File: src/rtl/core/b32c_pkg.sv
// shared constants, types and reset alphabet of the base32 codec
`timescale 1ns / 1ps

package b32c_pkg;

  localparam int AlphaLen = 32;
  localparam int NumWords = 8;
  localparam int ChPerWord = 4;
  localparam int ByteW = 8;
  localparam int SymW = 5;
  localparam int StoreW = 12;
  localparam int HeldW = 4;
  localparam int CfgIdxW = 4;
  localparam int CfgDataW = 32;
  localparam int MaxRes = 3;
  localparam int CntW = 2;
  localparam int QDepth = 4;
  localparam int QPtrW = 2;
  localparam int QCntW = 3;

  // input action codes
  localparam logic ActEncode = 1'b0;
  localparam logic ActDecode = 1'b1;

  // entry 0 sits in the low byte
  typedef logic [AlphaLen-1:0][ByteW-1:0] alphabet_t;

  localparam alphabet_t AlphaReset = {
    32'h36353433, 32'h32315A59, 32'h58575655, 32'h54535251,
    32'h504F4E4D, 32'h4C4B4A49, 32'h48474645, 32'h44434241
  };

  // one item's worth of results as passed from front to back
  typedef struct packed {
    logic [CntW-1:0]              cnt;
    logic [MaxRes-1:0][ByteW-1:0] vals;
    logic                         sym;
    logic                         bad;
    logic                         eom;
  } q_entry_t;

  // low-bit mask of a given number of held bits
  function automatic logic [StoreW-1:0] held_mask(input logic [HeldW-1:0] n);
    held_mask = StoreW'((StoreW'(1) << n) - StoreW'(1));
  endfunction

endpackage

File: src/rtl/core/b32c_if.sv
// channel interfaces of the base32 codec: input items, results, register writes
`timescale 1ns / 1ps

interface b32c_in_if import b32c_pkg::*; ();
  logic             valid;
  logic             ready;
  logic             action;
  logic [ByteW-1:0] data_in;
  logic             last_item;

  modport source (output valid, action, data_in, last_item, input ready);
  modport sink (input valid, action, data_in, last_item, output ready);
endinterface

interface b32c_out_if import b32c_pkg::*; ();
  logic             valid;
  logic             ready;
  logic [ByteW-1:0] value_out;
  logic             bad_symbol;
  logic             end_of_run;
  logic             end_of_message;

  modport source (output valid, value_out, bad_symbol, end_of_run, end_of_message,
                  input ready);
  modport sink (input valid, value_out, bad_symbol, end_of_run, end_of_message,
                output ready);
endinterface

interface b32c_cfg_if import b32c_pkg::*; ();
  logic                valid;
  logic                ready;
  logic [CfgIdxW-1:0]  index;
  logic [CfgDataW-1:0] data;

  modport source (output valid, index, data, input ready);
  modport sink (input valid, index, data, output ready);
endinterface

File: src/rtl/core/b32c_front.sv
// front end: accepts items, keeps the bit store and builds result records
`timescale 1ns / 1ps

module b32c_front import b32c_pkg::*; (
  input  logic       clk,
  input  logic       rst_n,
  b32c_in_if.sink    in_ch,
  input  alphabet_t  alpha,
  input  logic       q_full,
  output logic       q_push,
  output q_entry_t   q_entry
);

  logic [StoreW-1:0] store_r, store_nxt;
  logic [HeldW-1:0]  held_r, held_nxt;
  logic              err_r, err_nxt;

  logic              accept;

  // encode path
  logic [StoreW-1:0] enc_s;
  logic [HeldW-1:0]  enc_h, enc_h1, enc_h2;
  logic              enc_two, enc_flush;
  logic [SymW-1:0]   enc_r0, enc_r1, enc_rf;

  // decode path
  logic [AlphaLen-1:0] match, lowest;
  logic [SymW-1:0]     dec_idx;
  logic                dec_found;
  logic [StoreW-1:0]   dec_s;
  logic [HeldW-1:0]    dec_h, dec_h2;
  logic                dec_emit;
  logic [ByteW-1:0]    dec_val;

  assign in_ch.ready = ~q_full;
  assign accept = in_ch.valid & in_ch.ready;

  // encode: cut to four held bits, append the byte, split into 5-bit groups
  always_comb begin
    enc_s   = {store_r[3:0], in_ch.data_in};
    enc_h   = ((held_r > 4'd4) ? 4'd4 : held_r) + HeldW'(ByteW);
    enc_h1  = enc_h - HeldW'(SymW);
    enc_r0  = SymW'(enc_s >> enc_h1);
    enc_two = (enc_h1 >= HeldW'(SymW));
    enc_h2  = enc_two ? (enc_h1 - HeldW'(SymW)) : enc_h1;
    enc_r1  = SymW'(enc_s >> enc_h2);
    enc_flush = in_ch.last_item && (enc_h2 != '0);
    enc_rf  = SymW'(enc_s << (HeldW'(SymW) - enc_h2));
  end

  // decode: match against the alphabet, lowest index wins
  always_comb begin
    for (int i = 0; i < AlphaLen; i++) begin
      match[i] = (alpha[i] == in_ch.data_in);
    end
    lowest = match & (~match + AlphaLen'(1));
    for (int b = 0; b < SymW; b++) begin
      dec_idx[b] = 1'b0;
      for (int i = 0; i < AlphaLen; i++) begin
        if (((i >> b) & 1) == 1) dec_idx[b] = dec_idx[b] | lowest[i];
      end
    end
    dec_found = |match;
    dec_s     = {store_r[6:0], dec_idx};
    dec_h     = held_r + HeldW'(SymW);
    dec_emit  = (dec_h >= HeldW'(ByteW));
    dec_h2    = dec_emit ? (dec_h - HeldW'(ByteW)) : dec_h;
    dec_val   = ByteW'(dec_s >> dec_h2);
  end

  // next state and the record handed to the queue
  always_comb begin
    store_nxt = store_r;
    held_nxt  = held_r;
    err_nxt   = err_r;
    q_push    = 1'b0;
    q_entry   = '0;
    q_entry.eom = in_ch.last_item;
    if (accept) begin
      if (err_r) begin
        // dropping until the end of the message
      end else if (in_ch.action == ActEncode) begin
        q_push        = 1'b1;
        q_entry.sym   = 1'b1;
        q_entry.cnt   = CntW'(1) + CntW'(enc_two) + CntW'(enc_flush);
        q_entry.vals[0] = ByteW'(enc_r0);
        q_entry.vals[1] = enc_two ? ByteW'(enc_r1) : ByteW'(enc_rf);
        q_entry.vals[2] = ByteW'(enc_rf);
        held_nxt  = enc_flush ? '0 : enc_h2;
        store_nxt = enc_s & held_mask(held_nxt);
      end else if (!dec_found) begin
        q_push      = 1'b1;
        q_entry.bad = 1'b1;
        q_entry.cnt = CntW'(1);
        err_nxt     = 1'b1;
      end else begin
        q_push      = dec_emit;
        q_entry.cnt = CntW'(1);
        q_entry.vals[0] = dec_val;
        held_nxt  = dec_h2;
        store_nxt = dec_s & held_mask(dec_h2);
      end
      if (in_ch.last_item) begin
        store_nxt = '0;
        held_nxt  = '0;
        err_nxt   = 1'b0;
      end
    end
  end

  // message state
  always_ff @(posedge clk) begin
    if (!rst_n) begin
      store_r <= '0;
      held_r  <= '0;
      err_r   <= 1'b0;
    end else begin
      store_r <= store_nxt;
      held_r  <= held_nxt;
      err_r   <= err_nxt;
    end
  end

endmodule

File: src/rtl/core/b32c_queue.sv
// short record queue between front and back
`timescale 1ns / 1ps

module b32c_queue import b32c_pkg::*; (
  input  logic     clk,
  input  logic     rst_n,
  input  logic     push,
  input  q_entry_t push_entry,
  output logic     full,
  output logic     head_valid,
  output q_entry_t head,
  input  logic     pop
);

  q_entry_t           slots [QDepth];
  logic [QPtrW-1:0]   wr_ptr_r, wr_ptr_nxt;
  logic [QPtrW-1:0]   rd_ptr_r, rd_ptr_nxt;
  logic [QCntW-1:0]   count_r, count_nxt;

  assign full       = (count_r == QCntW'(QDepth));
  assign head_valid = (count_r != '0);
  assign head       = slots[rd_ptr_r];

  // pointer and fill tracking
  always_comb begin
    wr_ptr_nxt = push ? wr_ptr_r + QPtrW'(1) : wr_ptr_r;
    rd_ptr_nxt = pop ? rd_ptr_r + QPtrW'(1) : rd_ptr_r;
    count_nxt  = count_r + QCntW'(push) - QCntW'(pop);
  end

  always_ff @(posedge clk) begin
    if (!rst_n) begin
      wr_ptr_r <= '0;
      rd_ptr_r <= '0;
      count_r  <= '0;
    end else begin
      wr_ptr_r <= wr_ptr_nxt;
      rd_ptr_r <= rd_ptr_nxt;
      count_r  <= count_nxt;
    end
  end

  // record storage
  always_ff @(posedge clk) begin
    if (push) slots[wr_ptr_r] <= push_entry;
  end

endmodule

File: src/rtl/core/b32c_back.sv
// back end: walks each record one result at a time into the output register
`timescale 1ns / 1ps

module b32c_back import b32c_pkg::*; (
  input  logic       clk,
  input  logic       rst_n,
  input  alphabet_t  alpha,
  input  logic       head_valid,
  input  q_entry_t   head,
  output logic       pop,
  b32c_out_if.source out_ch
);

  logic [CntW-1:0]  sub_r, sub_nxt;
  logic             ov_r, ov_nxt;
  logic [ByteW-1:0] val_r, val_nxt;
  logic             bad_r, eor_r, eom_r;

  logic             load, last_of;
  logic [ByteW-1:0] raw;

  assign load    = head_valid && (!ov_r || out_ch.ready);
  assign last_of = (sub_r == CntW'(head.cnt - CntW'(1)));
  assign pop     = load && last_of;

  // pick the current slot and map symbols through the alphabet
  always_comb begin
    case (sub_r)
      2'd0:    raw = head.vals[0];
      2'd1:    raw = head.vals[1];
      2'd2:    raw = head.vals[2];
      default: raw = '0;
    endcase
    if (head.bad) val_nxt = '0;
    else if (head.sym) val_nxt = alpha[raw[SymW-1:0]];
    else val_nxt = raw;
  end

  // sequencing and output valid
  always_comb begin
    sub_nxt = sub_r;
    ov_nxt  = ov_r;
    if (load) begin
      sub_nxt = last_of ? '0 : sub_r + CntW'(1);
      ov_nxt  = 1'b1;
    end else if (out_ch.ready) begin
      ov_nxt = 1'b0;
    end
  end

  always_ff @(posedge clk) begin
    if (!rst_n) begin
      sub_r <= '0;
      ov_r  <= 1'b0;
    end else begin
      sub_r <= sub_nxt;
      ov_r  <= ov_nxt;
    end
  end

  // result payload
  always_ff @(posedge clk) begin
    if (load) begin
      val_r <= val_nxt;
      bad_r <= head.bad;
      eor_r <= last_of;
      eom_r <= head.eom;
    end
  end

  assign out_ch.valid          = ov_r;
  assign out_ch.value_out      = val_r;
  assign out_ch.bad_symbol     = bad_r;
  assign out_ch.end_of_run     = eor_r;
  assign out_ch.end_of_message = eom_r;

endmodule

File: src/rtl/core/base32_codec_custom_alphabet.sv
// top level of the unpadded base32 codec with a programmable alphabet
//
// Channels: in_ch takes one transaction per item (action 0 encodes a raw
// byte, action 1 decodes an alphabet character, last_item closes the
// message). out_ch gives one transaction per result: an alphabet character
// or decoded byte, a bad symbol flag, and end-of-run / end-of-message marks.
// cfg_ch writes the eight 32-bit alphabet words; it is always ready and
// indexes of eight and above are ignored.
// Throughput: the front end takes one item per cycle while the four-entry
// record queue has room. The output register sends one result per cycle
// while out_ch is ready, so an encode item that yields two or three results
// holds out_ch for each of them; the result channel sets the sustained rate.
// Path: each record is registered in a queue slot, and each of its results
// is then registered in the output register, in order.
// Stalls: while out_ch is not ready the queue fills; in_ch drops ready once
// four records wait. Nothing is lost.
// Reset: rst_n clears the bit store, error flag, queue and output valid and
// reloads the default alphabet A to Z then 1 to 6.
`timescale 1ns / 1ps

module base32_codec_custom_alphabet import b32c_pkg::*; (
  input  logic       clk,
  input  logic       rst_n,
  b32c_in_if.sink    in_ch,
  b32c_out_if.source out_ch,
  b32c_cfg_if.sink   cfg_ch
);

  alphabet_t alpha_r, alpha_nxt;
  logic      q_push, q_full, q_head_valid, q_pop;
  q_entry_t  q_entry, q_head;

  // alphabet registers
  assign cfg_ch.ready = 1'b1;

  always_comb begin
    alpha_nxt = alpha_r;
    if (cfg_ch.valid) begin
      for (int w = 0; w < NumWords; w++) begin
        if (cfg_ch.index == CfgIdxW'(w)) begin
          alpha_nxt[w*ChPerWord +: ChPerWord] = cfg_ch.data;
        end
      end
    end
  end

  always_ff @(posedge clk) begin
    if (!rst_n) begin
      alpha_r <= AlphaReset;
    end else begin
      alpha_r <= alpha_nxt;
    end
  end

  b32c_front u_front (
    .clk     (clk),
    .rst_n   (rst_n),
    .in_ch   (in_ch),
    .alpha   (alpha_r),
    .q_full  (q_full),
    .q_push  (q_push),
    .q_entry (q_entry)
  );

  b32c_queue u_queue (
    .clk        (clk),
    .rst_n      (rst_n),
    .push       (q_push),
    .push_entry (q_entry),
    .full       (q_full),
    .head_valid (q_head_valid),
    .head       (q_head),
    .pop        (q_pop)
  );

  b32c_back u_back (
    .clk        (clk),
    .rst_n      (rst_n),
    .alpha      (alpha_r),
    .head_valid (q_head_valid),
    .head       (q_head),
    .pop        (q_pop),
    .out_ch     (out_ch)
  );

  // no record is written into a full queue
  a_no_push_when_full: assert property (@(posedge clk) disable iff (!rst_n)
    q_push |-> !q_full)
    else $error("record pushed into full queue");

  // records leave only when one is waiting
  a_pop_needs_head: assert property (@(posedge clk) disable iff (!rst_n)
    q_pop |-> q_head_valid)
    else $error("pop from empty queue");

  // an error result stands alone and carries a zero value
  a_bad_alone: assert property (@(posedge clk) disable iff (!rst_n)
    (out_ch.valid && out_ch.bad_symbol) |-> (out_ch.end_of_run && out_ch.value_out == '0))
    else $error("malformed error result");

  // a result only starts from a record waiting in the queue
  a_result_follows_record: assert property (@(posedge clk) disable iff (!rst_n)
    ($rose(out_ch.valid)) |-> $past(q_head_valid))
    else $error("result without a queued record");

endmodule

File: src/flat_wrapper.sv
// flat-port wrapper written by rule: the top's interface ports become plain ports
module base32_codec_custom_alphabet_flat import b32c_pkg::*;
  (clk, rst_n, in_ch_valid, in_ch_action, in_ch_data_in, in_ch_last_item, in_ch_ready, out_ch_valid, out_ch_value_out, out_ch_bad_symbol, out_ch_end_of_run, out_ch_end_of_message, out_ch_ready, cfg_ch_valid, cfg_ch_index, cfg_ch_data, cfg_ch_ready);
  b32c_in_if in_ch_i ();
  b32c_out_if out_ch_i ();
  b32c_cfg_if cfg_ch_i ();
  input  logic clk;
  input  logic rst_n;
  input wire logic [$bits(in_ch_i.valid)-1:0] in_ch_valid;
  input wire logic [$bits(in_ch_i.action)-1:0] in_ch_action;
  input wire logic [$bits(in_ch_i.data_in)-1:0] in_ch_data_in;
  input wire logic [$bits(in_ch_i.last_item)-1:0] in_ch_last_item;
  output wire logic [$bits(in_ch_i.ready)-1:0] in_ch_ready;
  output wire logic [$bits(out_ch_i.valid)-1:0] out_ch_valid;
  output wire logic [$bits(out_ch_i.value_out)-1:0] out_ch_value_out;
  output wire logic [$bits(out_ch_i.bad_symbol)-1:0] out_ch_bad_symbol;
  output wire logic [$bits(out_ch_i.end_of_run)-1:0] out_ch_end_of_run;
  output wire logic [$bits(out_ch_i.end_of_message)-1:0] out_ch_end_of_message;
  input wire logic [$bits(out_ch_i.ready)-1:0] out_ch_ready;
  input wire logic [$bits(cfg_ch_i.valid)-1:0] cfg_ch_valid;
  input wire logic [$bits(cfg_ch_i.index)-1:0] cfg_ch_index;
  input wire logic [$bits(cfg_ch_i.data)-1:0] cfg_ch_data;
  output wire logic [$bits(cfg_ch_i.ready)-1:0] cfg_ch_ready;
  assign in_ch_i.valid = in_ch_valid;
  assign in_ch_i.action = in_ch_action;
  assign in_ch_i.data_in = in_ch_data_in;
  assign in_ch_i.last_item = in_ch_last_item;
  assign in_ch_ready = in_ch_i.ready;
  assign out_ch_valid = out_ch_i.valid;
  assign out_ch_value_out = out_ch_i.value_out;
  assign out_ch_bad_symbol = out_ch_i.bad_symbol;
  assign out_ch_end_of_run = out_ch_i.end_of_run;
  assign out_ch_end_of_message = out_ch_i.end_of_message;
  assign out_ch_i.ready = out_ch_ready;
  assign cfg_ch_i.valid = cfg_ch_valid;
  assign cfg_ch_i.index = cfg_ch_index;
  assign cfg_ch_i.data = cfg_ch_data;
  assign cfg_ch_ready = cfg_ch_i.ready;
  base32_codec_custom_alphabet u_core (.clk(clk), .rst_n(rst_n), .in_ch(in_ch_i), .out_ch(out_ch_i), .cfg_ch(cfg_ch_i));
endmodule
File: config.mk
export PLATFORM = sky130hd
export DESIGN_NAME = base32_codec_custom_alphabet_flat
export DESIGN_NICKNAME = d
export VERILOG_FILES = /design/src/rtl/core/b32c_pkg.sv /design/src/rtl/core/b32c_if.sv /design/src/rtl/core/b32c_front.sv /design/src/rtl/core/b32c_queue.sv /design/src/rtl/core/b32c_back.sv /design/src/rtl/core/base32_codec_custom_alphabet.sv /design/src/flat_wrapper.sv
export SDC_FILE = /design/constraint.sdc
export NUM_CORES = 1
export LEC_CHECK = 0
export CAP_MARGIN = 10
export CORE_MARGIN = 2
export CORE_UTILIZATION = 65
export DETAILED_ROUTE_END_ITERATION = 16
export DONT_BUFFER_PORTS = 1
export MAX_ROUTING_LAYER = met4
export PLACE_DENSITY = 0.77
export SETUP_SLACK_MARGIN = 0.02
export SKIP_LAST_GASP = 1
export SYNTH_ARGS = -nofsm -noshare
export SYNTH_HDL_FRONTEND = slang
export SYNTH_SLANG_ARGS = --single-unit
File: constraint.sdc
create_clock -name clk -period 6.72 [get_ports clk]
set_input_delay 1.344 -clock clk [delete_from_list [all_inputs] [get_ports clk]]
set_output_delay 1.344 -clock clk [all_outputs]
set_load 0.05 [all_outputs]
## After elaboration in Yosys (flattened, before gate mapping)

Memory sizes are Yosys's and may differ from the RTL's. A register that Yosys moved wholly into a read port is not among the register bits.
Cells that the tools add are included.
W data, S select, Z words.

- Register bits after elaboration: 289
- Latch bits: 0
- Memory bits (writable): 116
- ROM bits: 0
- Bits of input ports: 51
- Output and inout port bits: 14
- Word-level logic and storage cells: 257
- Memories kept: 1

Memory list:

| memory | depth | width | read ports | clocked after memory_dff | write ports | RTL line | RTL |
|---|---|---|---|---|---|---|---|
| u_core.u_queue.slots | 4 | 29 | 1 | 1 | 1 | b32c_queue.sv:15 | `q_entry_t slots [QDepth];` |

- Add/sub/neg operators: 17
- Multiply operators: 0
- Divide/modulo/power cells: 0
- $lt $le $gt $ge: 4
- Eq/ne operators: 45
- Shift operators: 6
- Mux-type cells: 39
- Bitwise gates (word level): 81
- Reduce and logical (&&, ||, !) cells: 20

Operator list:

| cell | count |
|---|---|
| $eq A8 B8 Y1 | 32 |
| $or A1 B1 Y1 | 75 |
| $mux W28 | 2 |
| $bmux W8 S5 | 1 |
| $add A32 B1 Y32 const B | 1 |
| $and A32 B32 Y32 | 1 |
| $mux W4 | 8 |
| $mux W8 | 4 |
| $not A32 Y32 | 1 |
| $reduce_or A32 Y1 | 1 |
| $mux W7 | 4 |
| $pmux W8 S3 | 1 |
| $shr A12 B4 Y5 | 2 |
| $eq A4 B3 Y1 const B | 4 |
| $reduce_and A2 Y1 | 8 |
| $and A7 B7 Y7 | 2 |
| $shl A1 B4 Y7 const A | 2 |
| $sub A7 B2 Y7 const B | 2 |
| $mux W1 | 13 |
| $mux W13 | 1 |
| $shl A12 B4 Y5 | 1 |
| $shr A12 B4 Y8 | 1 |
| $eq A4 B2 Y1 const B | 2 |
| $mux W2 | 4 |
| 34 further kinds | 39 |

## Depth between registers and ports, before layout

Gate-level depths: netlist of the first run.

- Depth in word-level cells: 24
- Mapped depth: 25
- Gate-level depth less buffers: 21

## By module

From an unflattened synthesis of the first run, not the netlist that was laid out.

- Cells, all modules: 2448
- Area, all modules: 23857.9 µm²

By module, submodules not included:

| module | times used | cells an instance | area each (µm²) | seq. area each (µm²) |
|---|---|---|---|---|
| base32_codec_custom_alphabet | 1 | 964 | 9400.3 | 5124.9 |
| b32c_front | 1 | 857 | 6388.6 | 240.2 |
| b32c_queue | 1 | 194 | 4636.9 | 3663.5 |
| b32c_back | 1 | 433 | 3432.0 | 390.4 |

## Least setup slack after synthesis of the first run

Ideal clock, no wire load.

- Path kind: register to register
- Start: register u_core.u_front.held_r[0]
- End: register u_core.u_front.store_r[6]
- Setup time: 0.117 ns
- Data arrival time: 4.808 ns
- Required time: 6.603 ns
- Setup slack: 1.796 ns
- Stages on the path, launching flop included: 23
- Buffers on the path: 4
- Clock period less this slack: 4.924 ns
- Cell sequence: dfxtp_1 > clkbuf_1 > inv_1 > ha_1 > nor2b_1 > nor2_1 > nand2_1 > inv_1 > buf_1 > ha_1 > nand2b_1 > a21oi_1 > buf_2 > a21o_1 > inv_1 > buf_1 > or4_1 > ha_1 > mux2_2 > a32o_1 > nand2_1 > o21ai_0 > a22o_1

- Cells in the longest elaborated chain, start to end: 15
- Elaborated cells on any way between the ends: 24
- Those cells by class: add/sub (7); order compare (3); shift (2); mux (8); bitwise (2); reduce/logical (2)

Ends and longest elaborated chain:

| what | RTL line | RTL |
|---|---|---|
| from (decl) | b32c_front.sv:15 | `logic [HeldW-1:0] held_r, held_nxt;` |
| from (signal assigned) | b32c_front.sv:119 | `held_r <= held_nxt;` |
| $gt A4 B3 Y1 | b32c_front.sv:41 | `enc_h = ((held_r > 4'd4) ? 4'd4 : held_r) + HeldW'(ByteW);` |
| $mux W4 | b32c_front.sv:41 |  |
| $add A4 B4 Y4 | b32c_front.sv:41 |  |
| $sub A4 B3 Y4 | b32c_front.sv:42 | `enc_h1 = enc_h - HeldW'(SymW);` |
| $sub A4 B3 Y4 or $ge A4 B3 Y1 (tied branches) | b32c_front.sv:45, b32c_front.sv:44 |  |
| $mux W4 | b32c_front.sv:45 | `enc_h2 = enc_two ? (enc_h1 - HeldW'(SymW)) : enc_h1;` |
| $reduce_bool A4 Y1 | b32c_front.sv:47 | `enc_flush = in_ch.last_item && (enc_h2 != '0);` |
| $logic_and A1 B1 Y1 | b32c_front.sv:47 |  |
| $mux W4 | b32c_front.sv:89 | `held_nxt = enc_flush ? '0 : enc_h2;` |
| $shl A1 B4 Y7 | b32c_pkg.sv:44 | `held_mask = StoreW'((StoreW'(1) << n) - StoreW'(1));` |
| $sub A7 B2 Y7 | b32c_pkg.sv:44 |  |
| $and A7 B7 Y7 | b32c_front.sv:90 | `store_nxt = enc_s & held_mask(held_nxt);` |
| $mux W7 * | b32c_front.sv:82 | `end else if (in_ch.action == ActEncode) begin` |
| $mux W7 * | b32c_front.sv:80 | `if (err_r) begin` |
| $mux W7 * | b32c_front.sv:103 | `if (in_ch.last_item) begin` |
| to (signal assigned) | b32c_front.sv:118 | `store_r <= store_nxt;` |
| to (decl) | b32c_front.sv:14 | `logic [StoreW-1:0] store_r, store_nxt;` |

Mark *: on every way between the ends. The rest lies on a longest branch, timed or not. The select of a mux whose other input is x is not followed.
A chain may end at the register's enable or synchronous reset.

## Final worst setup path of the first run

Ends and elaborated chain as after synthesis.

==> flow_summary.json, run 1 <==
{
  "status": "completed",
  "ys_ff_latch": 383,
  "remaining_drc_errors": 0,
  "dieArea_um2": 35900,
  "hold_buffers": 0,
  "vias_per_cell": 6.679,
  "hold_path_depth": 1,
  "fin_crit_sh_pct": 75.07,
  "setup_viol": 0,
  "p_leak_nw": 8.926,
  "floorplan.initialDensity_pct": 66.36,
  "cts_num_sinks": 383,
  "hold_class": "reg -> reg",
  "layout_min_cycle_time_ns": 5.045,
  "slew_violations": 0,
  "gp_congestion": 1.051,
  "worstPathArrival_ns": 5.57,
  "finalHoldViolCount": 0,
  "final_common_cell": "nand2_1",
  "grtUsageMet2_pct": 61.19,
  "cts_tree": "done",
  "cp_max_fo": 14,
  "reg2reg_from": "u_core.u_front.held_r[0]",
  "nNetsFinal": 2538,
  "skew_ns": 0.03017,
  "fillCellCount": 2718,
  "core_um2": 33700,
  "worst_pin_slew_ns": 1.274,
  "path_delay_family": "simple AND/OR/NAND/NOR gates",
  "hold_end": "u_core.u_front.err_r",
  "clock_path_buffers": 3,
  "worstSetupEndpointType": "flop",
  "clk_pin_slew_ns": 0.07,
  "utilization_pct": 69.92,
  "dp.cells": 2868,
  "fmax_mhz": 198.2,
  "syn_to_final_growth_pct": 5.366,
  "postRouteAntennaNets": 0,
  "num_rows": 67,
  "syn_nets": 2681,
  "r2r_setup_slack_ns": 1.68,
  "synth-edff-count": 103,
  "worstSkewPairLatency_ns": 0.59,
  "peakVddDrop_mv": 0.2501,
  "netlist_instances": 2607,
  "vias": 19680,
  "critPathRequiredTime_ns": 7.24,
  "ys.flop_type": "dfxtp_1",
  "grt_pass1_wl_mm": 114.3,
  "routed_wl_mm": 76.32,
  "numCtsBuffers": 42,
  "clockRootBuffer": "clkbuf_16",
  "seq_area_frac_synth_pct": 38.90,
  "die_x_um": 189.5,
  "min_from": "u_core.u_front.err_r",
  "first_pass_iters": 8,
  "grt_max_degree": 273,
  "avgSynthCellArea_um2": 8.578,
  "crit_chain": "inv_1, ha_1, nor2b_1, nor2_1, nand2_1, inv_1, ha_1, nand2b_1, and4_1, o21a_1, nand2b_1, or4_1, ha_1, nor3_1, mux2_2, a32o_1, nand2_1, o21ai_0, a22o_1",
  "r2r_end": "u_core.u_front.store_r[6]",
  "synthArstFlopShare_pct": 0,
  "track_usage_pct": 43.38,
  "post_cts_buffers": 0,
  "dr.first_iter.drc_count": 2553,
  "r2r_cells": 19,
  "use_met3_pct": 12.57,
  "crit_start": "u_core.u_front.held_r[0]",
  "crit_buf_inv": 2,
  "drive_gt1_share_pct": 6.848,
  "grt_pass1_vias": 18660,
  "layout_common_cells": "nand2_1, dfxtp_1, nand3_1, a21boi_0, xor2_1",
  "detail_route.wl_per_cell_um": 25.90,
  "cts_resized": 0,
  "setup_tns_ns": 0,
  "hpwl_mm": 49.36,
  "port_buffers": 0,
  "maxCapViolCount": 0,
  "antenna_found_initial": 2,
  "overflow": 0,
  "maxSlewHeadroom_pct": 14.89,
  "num_io_pins": 65,
  "ys_warn_count": 0,
  "cpMaxStageDelayCell": "inv_1",
  "grt_setup_unrepaired": "false",
  "crit_type": "reg -> reg",
  "dieHeight_um": 189.5,
  "power_density_nw_per_um2": 371.4,
  "netlist_area_um2": 22360,
  "slowest_delay_ns": 0.51,
  "grt_use_met1_pct": 57.00,
  "cp_common_cell": "ha_1",
  "top_usage_layer": "met2",
  "h-tree-depth": 2,
  "final_cell_count_no_fill": 2946,
  "synth_cell_type_count": 85,
  "start_kind": "flop"
}
## through the flow
step	hold WS, ns	area (µm²)	setup WS (ns)	total power [W]
CTS	0.4833	23560	1.797	0.008585
finish	0.4883	23560	1.675	0.008752
floorplan	0.4545	22360	1.796	0.005092
global route	0.5169	23560	1.293	0.008986
global placement	0.4648	22010	1.868	0.005970
detailed placement	0.4682	22010	1.798	0.006007
## report_power, final
part	internal [W]	leakage [nW]	switching, W
logic	0.00111	4.94	0.00222
clock network	0.00159	0.743	0.00102
registers	0.00258	3.25	0.000237
total	0.00527	8.93	0.00348
## final cells by class
type / count / area [µm²] / area share [%]
tap: 448 / 560.5 / 2.379
clock inverter: 22 / 422.9 / 1.795
clock buffer: 55 / 1130 / 4.795
inverter: 25 / 93.84 / 0.3983
multi-input combinational: 1971 / 12350 / 52.40
sequential: 383 / 8698 / 36.92
antenna: 1 / 2.502 / 0.01062
timing repair buffer: 41 / 307.8 / 1.306
## synthesized netlist by cell type, drive strengths merged, types with 15 or more instances
| cell type | instances | area [µm²] |
|---|---|---|
| nand2 | 681 | 2556 |
| a31oi | 15 | 93.84 |
| xnor2 | 134 | 1189 |
| mux4 | 28 | 630.6 |
| ha | 22 | 275.3 |
| nand4 | 38 | 237.7 |
| nand3 | 160 | 800.8 |
| nor2 | 91 | 341.6 |
| inv | 25 | 93.84 |
| dfxtp | 280 | 5605 |
| buf | 92 | 745.7 |
| o221ai | 16 | 140.1 |
| and2 | 25 | 156.4 |
| xor2 | 140 | 1226 |
| a21boi | 152 | 1141 |
| a32oi | 17 | 148.9 |
| nor3 | 19 | 95.09 |
| o21ai | 53 | 265.3 |
| clkbuf | 136 | 513.0 |
| a21oi | 68 | 351.6 |
| mux2i | 99 | 991.0 |
| edfxtp | 103 | 3093 |
| nor4 | 37 | 231.5 |
## logic make-up after synthesis
group	share of synthesized area, %
fa+ha+maj	1.320
compound gates	13.17
buf+inv	6.048
other cells	0.01677
mux	7.855
xor+xnor	10.80
simple gates	21.89
flops	38.90
## flip-flops by register name, summed over array words and instances (netlist names), 2 cells and up, named ones only
signal	cells
u_core.alpha_r	256
u_core.u_back.out_ch.value_out	8
u_core.u_back.sub_r	2
u_core.u_front.held_r	4
u_core.u_front.store_r	7
u_core.u_queue.count_r	3
u_core.u_queue.rd_ptr_r	2
u_core.u_queue.slots	92
u_core.u_queue.wr_ptr_r	2
## worst register-to-register path, delay by kind of cell, from the launching register on
kind            cells  cell delay, ns
simple gates        9            1.96
mux                 1            0.22
compound gates      4            0.83
flops               1            0.31
fa+ha+maj           3            0.94
buf+inv             2            0.76
## routing by layer
layer	vias up	part of all wire (%)
met5	-	0
met4	0	5.3
met2	1359	42
met3	296	13
met1	9341	39
li1	8679	-
## worst max-delay path by stage
stage | endpoint | cells past startpoint
finish | u_core.u_front.store_r[6] | 19
global route | u_core.u_front.store_r[6] | 23
floorplan | u_core.u_front.store_r[6] | 22
detailed placement | u_core.u_front.store_r[6] | 23
CTS | u_core.u_front.store_r[6] | 23
global placement | u_core.u_front.store_r[6] | 23
Note: power is estimated with default switching activity, not from simulation.
==> inputs of run 2 (changes only) <==
- CORE_UTILIZATION: 65 -> 59
- PLACE_DENSITY: 0.77 -> 0.74
- clock period: 6.72 -> 4.1 ns (I/O delays scaled with it)
==> flow_summary.json, run 2 (synthesis gave the netlist of run 1 again) <==
{
  "grt_setup_unrepaired": "true",
  "remaining_drc_errors": 0,
  "utilization_pct": 64.57,
  "regMostFlops": "u_core.alpha_r",
  "layout_common_cells": "nand2_1, dfxtp_1, nand3_1, a21boi_0, xor2_1",
  "crit_type": "reg -> reg",
  "die_x_um": 198.7,
  "maxSlewHeadroom_pct": 27.18,
  "dieHeight_um": 198.7,
  "reg2reg_from": "u_core.u_front.held_r[0]",
  "numCtsBuffers": 41,
  "post_cts_buffers": 0,
  "dieArea_um2": 39480,
  "worst_pin_slew_ns": 1.088,
  "crit_buf_inv": 3,
  "worstPathArrival_ns": 4.23,
  "final_common_cell": "nand2_1",
  "p_leak_nw": 9.284,
  "vias": 19970,
  "num_rows": 71,
  "grt_pass1_wl_mm": 118.6,
  "cts_num_sinks": 383,
  "finalHoldViolCount": 0,
  "detail_route.wl_per_cell_um": 25.87,
  "multi_input_area_um2": 12420,
  "nNetsFinal": 2623,
  "core_um2": 37490,
  "hpwl_mm": 56.04,
  "syn_to_final_growth_pct": 8.236,
  "vias_per_cell": 6.449,
  "num_io_pins": 65,
  "layout_min_cycle_time_ns": 3.943,
  "path_delay_family": "XOR/XNOR gates",
  "floorplan.initialDensity_pct": 59.65,
  "crit_chain": "inv_4, ha_4, nor2b_1, nor2_1, nand2_1, ha_4, inv_2, xnor2_4, a21oi_4, xnor2_2, buf_4, mux2i_1, nand2_1, nand3_1, o21ai_0, and3_1, o22a_1",
  "start_kind": "flop",
  "fin_crit_sh_pct": 96.16,
  "slowest_delay_ns": 0.50,
  "port_buffers": 0,
  "critPathRequiredTime_ns": 4.39,
  "slew_violations": 0,
  "skew_ns": 0.01681,
  "power_density_nw_per_um2": 587.8,
  "h-tree-depth": 2,
  "worstSkewPairLatency_ns": 0.59,
  "maxCapViolCount": 0,
  "routed_wl_mm": 80.12,
  "seq_area_um2": 8700,
  "status": "completed",
  "cp_max_fo": 10,
  "largest_reg_flops": 256,
  "first_pass_iters": 6,
  "overflow": 0,
  "postRouteAntennaNets": 0,
  "dr.first_iter.drc_count": 2865,
  "holdWs_ns": 0.3366,
  "crit_start": "u_core.u_front.held_r[0]",
  "gp_congestion": 1.020,
  "clock_path_buffers": 3,
  "peakVddDrop_mv": 0.4438,
  "cpMaxStageDelayCell": "xnor2_2",
  "hold_class": "in -> reg",
  "fillCellCount": 3174,
  "grt_pass1_vias": 18370,
  "clk_pin_slew_ns": 0.06,
  "cts_tree": "done",
  "min_from": "in_ch_last_item",
  "worstSetupEndpointType": "flop",
  "setup_viol": 0,
  "fmax_mhz": 253.6,
  "hold_buffers": 0,
  "antenna_found_initial": 3,
  "clockRootBuffer": "clkbuf_16",
  "drive_gt1_share_pct": 10.42,
  "track_usage_pct": 41.89,
  "grt_max_degree": 273
}
==> run 2: report_power, final <==
group          leakage, nW  total, W  switching (W)  internal [W]
registers             3.25   0.00460       0.000369       0.00423
logic                 5.39   0.00588        0.00371       0.00217
clock network        0.647   0.00375        0.00162       0.00212
total                 9.28    0.0142        0.00570       0.00852
==> run 2: per-layer routing <==
layer  part of all wire [%]  track usage [%]
met3                     13            10.63
met5                      0                -
met4                    3.7            15.12
met1                     41            57.32
met2                     43            59.92
==> run 2: worst reg2reg max path: stages, from the launching register on <==
cell	delay, ns
dfxtp_1	0.37
inv_4	0.05
ha_4	0.18
nor2b_1	0.11
nor2_1	0.07
nand2_1	0.19
ha_4	0.19
inv_2	0.08
xnor2_4	0.36
a21oi_4	0.14
xnor2_2	0.50
buf_4	0.27
mux2i_1	0.31
nand2_1	0.09
nand3_1	0.08
o21ai_0	0.07
and3_1	0.29
o22a_1	0.33
==> run 2: worst paths after layout <==
path	to	slack, ns	cells after the start
max reg2reg	u_core.u_queue.slots[3][15]	0.16	17
max	u_core.u_queue.slots[3][15]	0.16	17
min reg2reg	u_core.alpha_r[151]	0.50	2
min	u_core.u_queue.slots[0][0]	0.34	0
==> run 2: layout make-up <==
type | count | share of cell area, %
Sequential cell | 383 | 35.94
Antenna cell | 4 | 0.04135
Inverter | 25 | 0.3980
Tap cell | 511 | 2.642
Clock buffer | 53 | 4.590
Timing Repair Buffer | 127 | 4.146
Clock inverter | 23 | 0.9460
Multi-Input combinational cell | 1971 | 51.30
==> run 2: metrics by stage <==
step | cells | total power [W] | setup WS [ns] | cell area [µm²] | TNS, ns
after global routing | 3097 | 0.01471 | -0.06334 | 24200 | -0.2424
after detailed placement | 3017 | 0.01030 | 0.1438 | 22840 | 0
final | 3097 | 0.01423 | 0.1575 | 24200 | 0
after floorplan | 2607 | 0.008373 | -0.04754 | 22440 | -0.08087
after CTS | 3093 | 0.01403 | 0.1881 | 24180 | 0
after global placement | 3017 | 0.01026 | 0.1069 | 22840 | 0
==> run 2: repair_timing <==
item                                   4_1_cts  5_1_grt
setup endpoints to repair                    0        7
gates resized for setup                      0        3
endpoints found under the hold margin        0        0
